==> src/rtl/apq_pkg.sv <==
// Shared types and constants for the array priority queue.
// No dependencies; used by the queue unit, the compare unit and the checker.
package apq_pkg;

  localparam int QUEUE_DEPTH = 8;
  localparam int IDX_W = (QUEUE_DEPTH > 1) ? $clog2(QUEUE_DEPTH) : 1;
  localparam int CNT_W = $clog2(QUEUE_DEPTH + 1);

  typedef enum logic {
    ACT_INSERT = 1'b0,
    ACT_REMOVE = 1'b1
  } action_t;

  typedef enum logic [1:0] {
    ST_DONE  = 2'd0,
    ST_FULL  = 2'd1,
    ST_EMPTY = 2'd2
  } status_t;

  typedef enum logic [1:0] {
    S_IDLE,
    S_SCAN,
    S_SHIFT
  } state_t;

  typedef struct packed {
    action_t            action;
    logic signed [31:0] item_value;
    logic signed [31:0] item_priority;
  } req_t;

  typedef struct packed {
    status_t            status;
    logic signed [31:0] removed_value;
    logic signed [31:0] removed_priority;
    logic [3:0]         entry_count;
  } rsp_t;

  // One stored slot.
  typedef struct packed {
    logic signed [31:0] val;
    logic signed [31:0] pri;
  } entry_t;

  // Sequencer to minimum unit.
  typedef struct packed {
    logic             en;
    logic             first;
    logic [IDX_W-1:0] idx;
  } scan_ctl_t;

endpackage

==> src/rtl/array_priority_queue_unit.sv <==
// Insert, full insert, empty remove: result strobe in the cycle after the request is taken.
// Remove: a scan streams every entry through the RAM read port to find the minimum, then
// a shift moves each later slot down by one to close the gap.
// One request at a time; busy is high once a remove on a non-empty queue is accepted, until done.
// Sync active-high reset empties the queue; slot contents stay undefined.
// The receiver cannot stall: each result shows for exactly one cycle.
module array_priority_queue_unit (
  input  logic          clk,
  input  logic          rst,
  input  logic          start,
  output logic          busy,
  input  apq_pkg::req_t req,
  output logic          done,
  output apq_pkg::rsp_t rsp
);

  // sequencer state
  apq_pkg::state_t            state, state_next;
  logic [apq_pkg::CNT_W-1:0]  count, count_next;   // entries held
  logic [apq_pkg::CNT_W-1:0]  iss, iss_next;       // next RAM read address
  logic                       dv, dv_next;         // RAM read data valid
  logic [apq_pkg::IDX_W-1:0]  dv_idx, dv_idx_next; // slot of that read data
  logic                       done_next;
  apq_pkg::rsp_t              res, res_next;

  // RAM port
  logic                       we;
  logic [apq_pkg::IDX_W-1:0]  waddr, raddr;
  apq_pkg::entry_t            wdata, rd_word;

  // minimum unit
  apq_pkg::scan_ctl_t         ctl;
  apq_pkg::entry_t            best;
  logic [apq_pkg::IDX_W-1:0]  best_idx_next;

  logic [apq_pkg::CNT_W-1:0]  last_idx;
  logic [apq_pkg::CNT_W+3:0]  cnt_ext;

  apq_ram #(
    .WIDTH ($bits(apq_pkg::entry_t)),
    .DEPTH (apq_pkg::QUEUE_DEPTH)
  ) u_ram (
    .clk   (clk),
    .we    (we),
    .waddr (waddr),
    .wdata (wdata),
    .raddr (raddr),
    .rdata (rd_word)
  );

  apq_min u_min (
    .clk           (clk),
    .ctl           (ctl),
    .rd_word       (rd_word),
    .best          (best),
    .best_idx_next (best_idx_next)
  );

  assign last_idx = count - apq_pkg::CNT_W'(1);
  assign busy     = (state != apq_pkg::S_IDLE);
  assign rsp      = res;

  always_ff @(posedge clk) begin
    if (rst) begin
      state <= apq_pkg::S_IDLE;
      count <= '0;
      dv    <= 1'b0;
      done  <= 1'b0;
    end else begin
      state <= state_next;
      count <= count_next;
      dv    <= dv_next;
      done  <= done_next;
    end
    iss    <= iss_next;
    dv_idx <= dv_idx_next;
    res    <= res_next;
  end

  always_comb begin
    state_next  = state;
    count_next  = count;
    iss_next    = iss;
    dv_next     = 1'b0;
    dv_idx_next = dv_idx;
    done_next   = 1'b0;
    res_next    = res;
    we          = 1'b0;
    waddr       = count[apq_pkg::IDX_W-1:0];
    wdata.val   = req.item_value;
    wdata.pri   = req.item_priority;
    raddr       = iss[apq_pkg::IDX_W-1:0];
    ctl.en      = 1'b0;
    ctl.first   = 1'b0;
    ctl.idx     = dv_idx;

    case (state)
      apq_pkg::S_IDLE: begin
        if (start) begin
          res_next.removed_value    = '0;
          res_next.removed_priority = '0;
          res_next.status           = apq_pkg::ST_DONE;
          if (req.action == apq_pkg::ACT_INSERT) begin
            done_next = 1'b1;
            if (count == apq_pkg::CNT_W'(apq_pkg::QUEUE_DEPTH)) begin
              res_next.status = apq_pkg::ST_FULL;
            end else begin
              we         = 1'b1;   // append at the tail
              count_next = count + apq_pkg::CNT_W'(1);
            end
          end else if (count == '0) begin
            done_next       = 1'b1;
            res_next.status = apq_pkg::ST_EMPTY;
          end else begin
            iss_next   = '0;
            state_next = apq_pkg::S_SCAN;
          end
        end
      end

      // stream slots 0..count-1 through the compare unit
      apq_pkg::S_SCAN: begin
        if (iss < count) begin
          dv_next     = 1'b1;
          dv_idx_next = iss[apq_pkg::IDX_W-1:0];
          iss_next    = iss + apq_pkg::CNT_W'(1);
        end
        if (dv) begin
          ctl.en    = 1'b1;
          ctl.first = (dv_idx == '0);
          if (apq_pkg::CNT_W'(dv_idx) == last_idx) begin
            dv_next    = 1'b0;
            iss_next   = apq_pkg::CNT_W'(best_idx_next) + apq_pkg::CNT_W'(1);
            state_next = apq_pkg::S_SHIFT;
          end
        end
      end

      // close the gap: slot j+1 read, then written to slot j
      apq_pkg::S_SHIFT: begin
        if (dv) begin
          we    = 1'b1;
          waddr = dv_idx - apq_pkg::IDX_W'(1);
          wdata = rd_word;
        end
        if (iss < count) begin
          dv_next     = 1'b1;
          dv_idx_next = iss[apq_pkg::IDX_W-1:0];
          iss_next    = iss + apq_pkg::CNT_W'(1);
        end else if (!dv) begin
          count_next                = last_idx;
          done_next                 = 1'b1;
          res_next.status           = apq_pkg::ST_DONE;
          res_next.removed_value    = best.val;
          res_next.removed_priority = best.pri;
          state_next                = apq_pkg::S_IDLE;
        end
      end

      default: begin
        state_next = apq_pkg::S_IDLE;
      end
    endcase

    // count reported masked to four bits
    cnt_ext = {4'b0000, count_next};
    if (done_next) begin
      res_next.entry_count = cnt_ext[3:0];
    end
  end

endmodule

==> src/rtl/apq_ram.sv <==
// Generic single-write, single-read RAM with registered read data.
// No dependencies.
module apq_ram #(
  parameter int WIDTH = 64,
  parameter int DEPTH = 8
) (
  input  logic                 clk,
  input  logic                 we,
  input  logic [((DEPTH > 1) ? $clog2(DEPTH) : 1)-1:0] waddr,
  input  logic [WIDTH-1:0]     wdata,
  input  logic [((DEPTH > 1) ? $clog2(DEPTH) : 1)-1:0] raddr,
  output logic [WIDTH-1:0]     rdata
);

  logic [WIDTH-1:0] mem [DEPTH];

  always_ff @(posedge clk) begin
    if (we) begin
      mem[waddr] <= wdata;
    end
    rdata <= mem[raddr];
  end

endmodule

==> src/rtl/apq_min.sv <==
// Signed compare unit: keeps the running minimum-priority entry.
// Depends on apq_pkg.
module apq_min (
  input  logic                      clk,
  input  apq_pkg::scan_ctl_t        ctl,
  input  apq_pkg::entry_t           rd_word,
  output apq_pkg::entry_t           best,
  output logic [apq_pkg::IDX_W-1:0] best_idx_next
);

  logic                      take;
  logic [apq_pkg::IDX_W-1:0] best_idx;

  // strict less: on ties the lower slot stays
  assign take = ctl.en && (ctl.first || (rd_word.pri < best.pri));
  assign best_idx_next = take ? ctl.idx : best_idx;

  always_ff @(posedge clk) begin
    if (take) begin
      best     <= rd_word;
      best_idx <= ctl.idx;
    end
  end

endmodule

==> config.mk <==
export PLATFORM = sky130hd
export DESIGN_NAME = array_priority_queue_unit
export DESIGN_NICKNAME = d
export VERILOG_FILES = /design/src/rtl/apq_pkg.sv /design/src/rtl/array_priority_queue_unit.sv /design/src/rtl/apq_ram.sv /design/src/rtl/apq_min.sv
export SDC_FILE = /design/constraint.sdc
export NUM_CORES = 1
export LEC_CHECK = 0
export BUFFER_PORTS_ARGS = -buffer_cell sky130_fd_sc_hd__buf_2
export CORE_MARGIN = 1
export CORE_UTILIZATION = 30
export CTS_CLUSTER_DIAMETER = 150
export CTS_CLUSTER_SIZE = 20
export DETAILED_ROUTE_END_ITERATION = 8
export GPL_TIMING_DRIVEN = 0
export RECOVER_POWER = 25
export SLEW_MARGIN = 20
export SYNTH_ARGS = -nofsm -noshare
export SYNTH_HDL_FRONTEND = slang
export SYNTH_SLANG_ARGS = --single-unit
==> constraint.sdc <==
create_clock -name clk -period 11 [get_ports clk]
set_input_delay 1.1 -clock clk [delete_from_list [all_inputs] [get_ports clk]]
set_output_delay 1.1 -clock clk [all_outputs]
set_load 0.01 [all_outputs]
==> flow_summary.ini, run 1 <==
[pwr]
powerDensity_nw_per_um2 = 189
p_leak_uw = 0.0103
vdd_ir_drop_max_mv = 0.115

[die]
initial_utilization_pct = 30.3
coreArea_um2 = 91800
die_area_um2 = 94000
ios = 140
die_h_um = 307
fp-row-count = 111
die_x_um = 307

[cells_and_area]
most-common-layout-cells = edfxtp_1 (653), clkbuf_1 (142), mux4_2 (128), mux2_2 (127), dfxtp_1 (75)
area_growth_pct = 14.8
ff_latch_area_um2 = 21100
layout_commonest_cell = edfxtp_1
fin_nets = 1699
multi_input_area_um2 = 6390
postLayoutCoreUtil_pct = 34.8
fillers = 8584
layout-drive-gt1-share_pct = 25.3

[synth]
synthSimpleGateAreaFrac_pct = 3.26
synth_cells = 1370
synth_edf_count = 653
synth-main-ff-cell = edfxtp_1
syn_area_per_cell_um2 = 20.3
synth_top_area_share_pct = 70.4
syn_area_um2 = 27800
synthArstFlopShare_pct = 0
ys_ff_latch = 728
yosysUniqueCellTypes = 52
synth_top_family_by_area = multiplexers
synth-xor-area-share_pct = 0.283
synthAdderAreaFrac_pct = 1.98
synth_mux_area_share_pct = 15.8
synth.area.top_cells = edfxtp_1 (70%), mux4_2 (10%), dfxtp_1 (5.4%)
synthesis.nets = 1482
synth-compound-area-share_pct = 1.55
yosys_warnings = 0
yosys.area.top_type = edfxtp_1
ys_seq_area_share_pct = 75.8

[min_path]
worstHoldPathType = reg2reg

[sta]
setup_viol = 0
fmax_ghz = 0.207
min_period_ps = 4840
clock_skew_ps = 22.6
relSlewSlack_pct = -96.7
hold_viol_final = 0
tns_ps = 0
grt_setup_unrepaired = false
fin_crit_sh_pct = 44.0
slew_viol_final = 66
tightest_slew_ps = 2920

[setup_path]
critPathArrivalTime_ps = 5140
crit_path_end_kind = flop
cp-start-kind = flop
critPathKind = reg2reg
cp_max_fo = 19
required_ps = 11300

[drt]
drc = 0
ant_nets = 0
vias = 13155
drt_iter0_markers = 927
drt-pass1-iter-count = 5
routed_wl_um = 61200
vias_per_cell = 4.60
wl_per_cell_um = 21.4

[clock_network]
cts_setup_buffers = 0
numCtsBuffers = 42
cts_tree = built
clkLatencyLatePin_ps = 590
ctsResizeCount = 0
path_clk_slew_ps = 90
clockBufferDepth = 3
hold_buffers = 0
cts_sinks = 728
htree_levels = 2
cts_root_buf = clkbuf_16

[status]
status = complete, but fails checks
violations = max-capacitance violations, max-slew violations

[grt]
track_usage_pct = 13.1
grt_max_degree = 42
grt_pass1_vias = 13929
antenna_found_initial = 1
gr-total-overflow = 0
grt_first_pass_wirelength_um = 91400

[placed_design]
place_hpwl_um = 41100
numPortBuffers = 139
place.gp.congestion = 0.765

[job]
drv_cap = 4
[synth_stat cells, drive strengths merged, types with 8 or more instances]
master,number
edfxtp,653
mux2,132
mux4,128
dfxtp,75
and2,67
ha,44
inv,43
nand2,35
clkbuf,33
buf,22
nor2,19
a21oi,17
o21ai,11
nor3,9
nor2b,8
xnor2,8
[routing by layer]
layer	up-vias	global-route usage (%)	part of all wire (%)
li1	5878	-	-
met3	62	1.76	4.0
met4	2	3.08	1.7
met2	275	21.6	48
met5	-	0	0.013
met1	6938	18.3	46
[logic make-up after synthesis]
kind of cell    count (synthesis)
compound gates                 62
xor+xnor                        9
fa+ha+maj                      44
buf+inv                        99
flops                         728
mux                           262
simple gates                  166
[power breakdown]
group          internal [µW]  switching, µW
clock                    745            870
sequential              3270            131
combinational            485            545
total                   4500           1550
[worst max-delay path, stage by stage, from the launching register on]
cell	delay [ps]
edfxtp_1	440
clkbuf_1	300
nand2b_1	160
a21o_1	120
a21o_1	110
a21oi_1	220
o21ai_0	520
a21boi_0	2240
buf_16	200
buf_16	180
[area by class of cell]
| type | count | area share (%) |
|---|---|---|
| diodes | 1 | 0.00783 |
| plain buffers | 55 | 0.658 |
| clock buffers | 72 | 3.71 |
| clock inverters | 3 | 0.153 |
| inverters | 44 | 0.517 |
| multi-input cells | 543 | 20.0 |
| flip-flops and latches | 728 | 66.0 |
| well taps | 1243 | 4.86 |
| repair buffers | 173 | 4.06 |
[stage by stage]
stage	hold slack [ps]	cell area [µm²]	power [µW]	setup WS, ps	instances
finish	436	32000	6040	6160	2862
global route	453	32000	6320	5610	2861
CTS	442	32200	6150	6620	2861
detailed placement	416	31000	4530	6620	2786
global placement	415	30100	4490	125	2752
floorplan	404	27800	4130	4150	1370
[worst paths after layout]
kind                                    to  cells past startpoint  slack [ps]                    start
setup / recovery     rsp[56]$_SDFFCE_PN0P_                      9        6160         iss[0]$_DFFE_PP_
hold reg to reg   u_min.best[32]$_DFFE_PP_                      0         440  u_ram.rdata[32]$_DFF_P_
hold / removal    u_min.best[32]$_DFFE_PP_                      0         440  u_ram.rdata[32]$_DFF_P_
setup reg to reg     rsp[56]$_SDFFCE_PN0P_                      9        6160         iss[0]$_DFFE_PP_
[flip-flops by register name, indices dropped and copies added, names as in the netlist]
signal	cells
iss	4
state	2
u_min.best	64
dv_idx	3
u_ram.mem	512
done	1
count	4
u_min.best_idx	3
u_ram.rdata	64
rsp	70
dv	1
No activity file was read; power rests on OpenSTA's default activity.
==> inputs of run 2 (changes only) <==
- clock period: 11 -> 4.2 ns (I/O delays scaled with it)
==> flow_summary.ini, run 2 (same netlist as run 1, synthesis figures left out) <==
[drt]
routed_wl_um = 63400
ant_nets = 0
vias_per_cell = 4.67
wl_per_cell_um = 22.1
drt-pass1-iter-count = 6
drt_iter0_markers = 1114
vias = 13369
drc = 0

[cells_and_area]
n_antenna_cell = 0
area_growth_pct = 15.7
most-common-layout-cells = edfxtp_1 (653), clkbuf_1 (135), mux4_2 (128), mux2_2 (113), dfxtp_1 (75)
layout-drive-gt1-share_pct = 25.7
largest_reg_flops = 512
postLayoutCoreUtil_pct = 35.1
layout_commonest_cell = edfxtp_1
regMostFlops = u_ram.mem
fin_nets = 1702
stdcell_count = 2864

[die]
initial_utilization_pct = 30.3
coreArea_um2 = 91800
ios = 140
die_h_um = 307
die_area_um2 = 94000
die_x_um = 307
fp-row-count = 111

[sta]
fin_crit_sh_pct = 93.1
clock_skew_ps = 24.5
min_period_ps = 3910
relSlewSlack_pct = 30.3
fin_hold_ws_ps = 125
tightest_slew_ps = 1040
grt_setup_unrepaired = false
slew_viol_final = 0
fmax_ghz = 0.256
hold_viol_final = 0
setup_viol = 0

[setup_path]
crit_path_end_kind = flop
max_stage_delay_ps = 430
cp_max_fo = 6
reg2reg_depth = 13
required_ps = 4550
critPathArrivalTime_ps = 4270
critical_path.cell_chain = inv_1 -> ha_1 -> a21o_1 -> a221o_1 -> a221oi_2 -> o211ai_2 -> a31oi_4 -> o311a_4 -> mux2_2 -> ha_1 -> mux2_2 -> a22oi_1 -> nor2b_1
critical-path-slowest-cell = a31oi_4
critPathKind = reg2reg
cp-start-kind = flop

[job]
drv_cap = 0

[clock_network]
clockBufferDepth = 3
cts_tree = built
path_clk_slew_ps = 100
clkLatencyLatePin_ps = 610
cts_root_buf = clkbuf_16
numCtsBuffers = 42
htree_levels = 2
hold_buffers = 0
cts_sinks = 728

[placed_design]
place_hpwl_um = 41500
numPlacedInstances = 2785
place.gp.congestion = 0.778
numPortBuffers = 139

[grt]
gr-total-overflow = 0
antenna_found_initial = 7
grt_pass1_vias = 13967
grt_first_pass_wirelength_um = 93300
track_usage_pct = 13.4
grt_max_degree = 27

[pwr]
p_sw_share_pct = 25.9
pwr-share-seq_pct = 56.0
powerDensity_nw_per_um2 = 493
internal_power_uw = 11800
power_uw = 15900
pwr-share-clk_pct = 26.7
p_switching_uw = 4110
p_leak_uw = 0.0103
vdd_ir_drop_max_mv = 0.280
pwr-share-comb_pct = 17.3

[min_path]
hold_path_depth = 2
worstHoldPathType = in2reg

[status]
status = finished clean
run 2: changes by cell type in the layout (fill, tap and decap cells not counted), moves of 5 or more:
cell / change
mux2_1: +14
nor2_1: -5
nor2_4: +5
and2_1: -8
clkbuf_1: -7
mux2_2: -14
and2_0: +8
buf_12: +5
run 2: cell type report:
type,instances,area (µm²)
fillers,8565,59600
plain buffers,55,210
multi-input cells,545,6510
flip-flops and latches,728,21100
clock inverters,4,48.8
clock buffers,71,1180
repair buffers,174,1440
well taps,1243,1560
inverters,44,165
run 2: repair_timing:
action | in CTS | in global routing
endpoints found under the setup margin | 1 | 1
pin swaps | 0 | 1
resized for setup | 0 | 7
buffers inserted | 0 | 2
gates cloned | 1 | 1
run 2: power by group through the flow:
| stage | registers (µW) | clock network, µW | logic, µW |
|---|---|---|---|
| finish | 8900 | 4240 | 2750 |
| global route | 8970 | 4600 | 3000 |
| CTS | 8910 | 4360 | 2830 |
| global placement | 9090 | 0 | 2650 |
| detailed placement | 9060 | 0 | 2800 |
| floorplan | 9000 | 0 | 1800 |
run 2: metal layers:
| layer | track usage (%) | vias up | share of wire, % |
|---|---|---|---|
| li1 | - | 5898 | - |
| met1 | 18.7 | 7042 | 46 |
| met2 | 21.8 | 345 | 48 |
| met3 | 2.10 | 80 | 4.4 |
| met4 | 3.06 | 4 | 2.0 |
| met5 | 0 | - | 0.039 |
run 2: stage by stage:
| step | worst slack [ps] | setup TNS (ps) | area, µm² |
|---|---|---|---|
| after floorplan | -353 | -179230 | 27900 |
| after global placement | -4060 | -2105440 | 30100 |
| after detailed placement | -36.3 | -36.3 | 31000 |
| after CTS | 25.2 | 0 | 32200 |
| after global routing | 177 | 0 | 32200 |
| final | 288 | 0 | 32200 |
run 2: worst paths after layout:
| kind | endpoint | startpoint | slack [ps] |
|---|---|---|---|
| setup reg to reg | iss[1]$_DFFE_PP_ | u_min.best[21]$_DFFE_PP_ | 290 |
| hold reg to reg | u_min.best[36]$_DFFE_PP_ | u_ram.rdata[36]$_DFF_P_ | 440 |
| setup / recovery | iss[1]$_DFFE_PP_ | u_min.best[21]$_DFFE_PP_ | 290 |
| hold / removal | count[0]$_SDFF_PP0_ | rst | 130 |
run 2: worst max-delay path: cells and delay by family, from the launching register on:
family	cells	cell delay [ps]
buffers and inverters	1	80
AO/OA/AOI/OAI	7	1990
adder cells (fa/ha/maj)	2	510
AND/OR/NAND/NOR	1	70
flip-flops	1	410
multiplexers	2	610
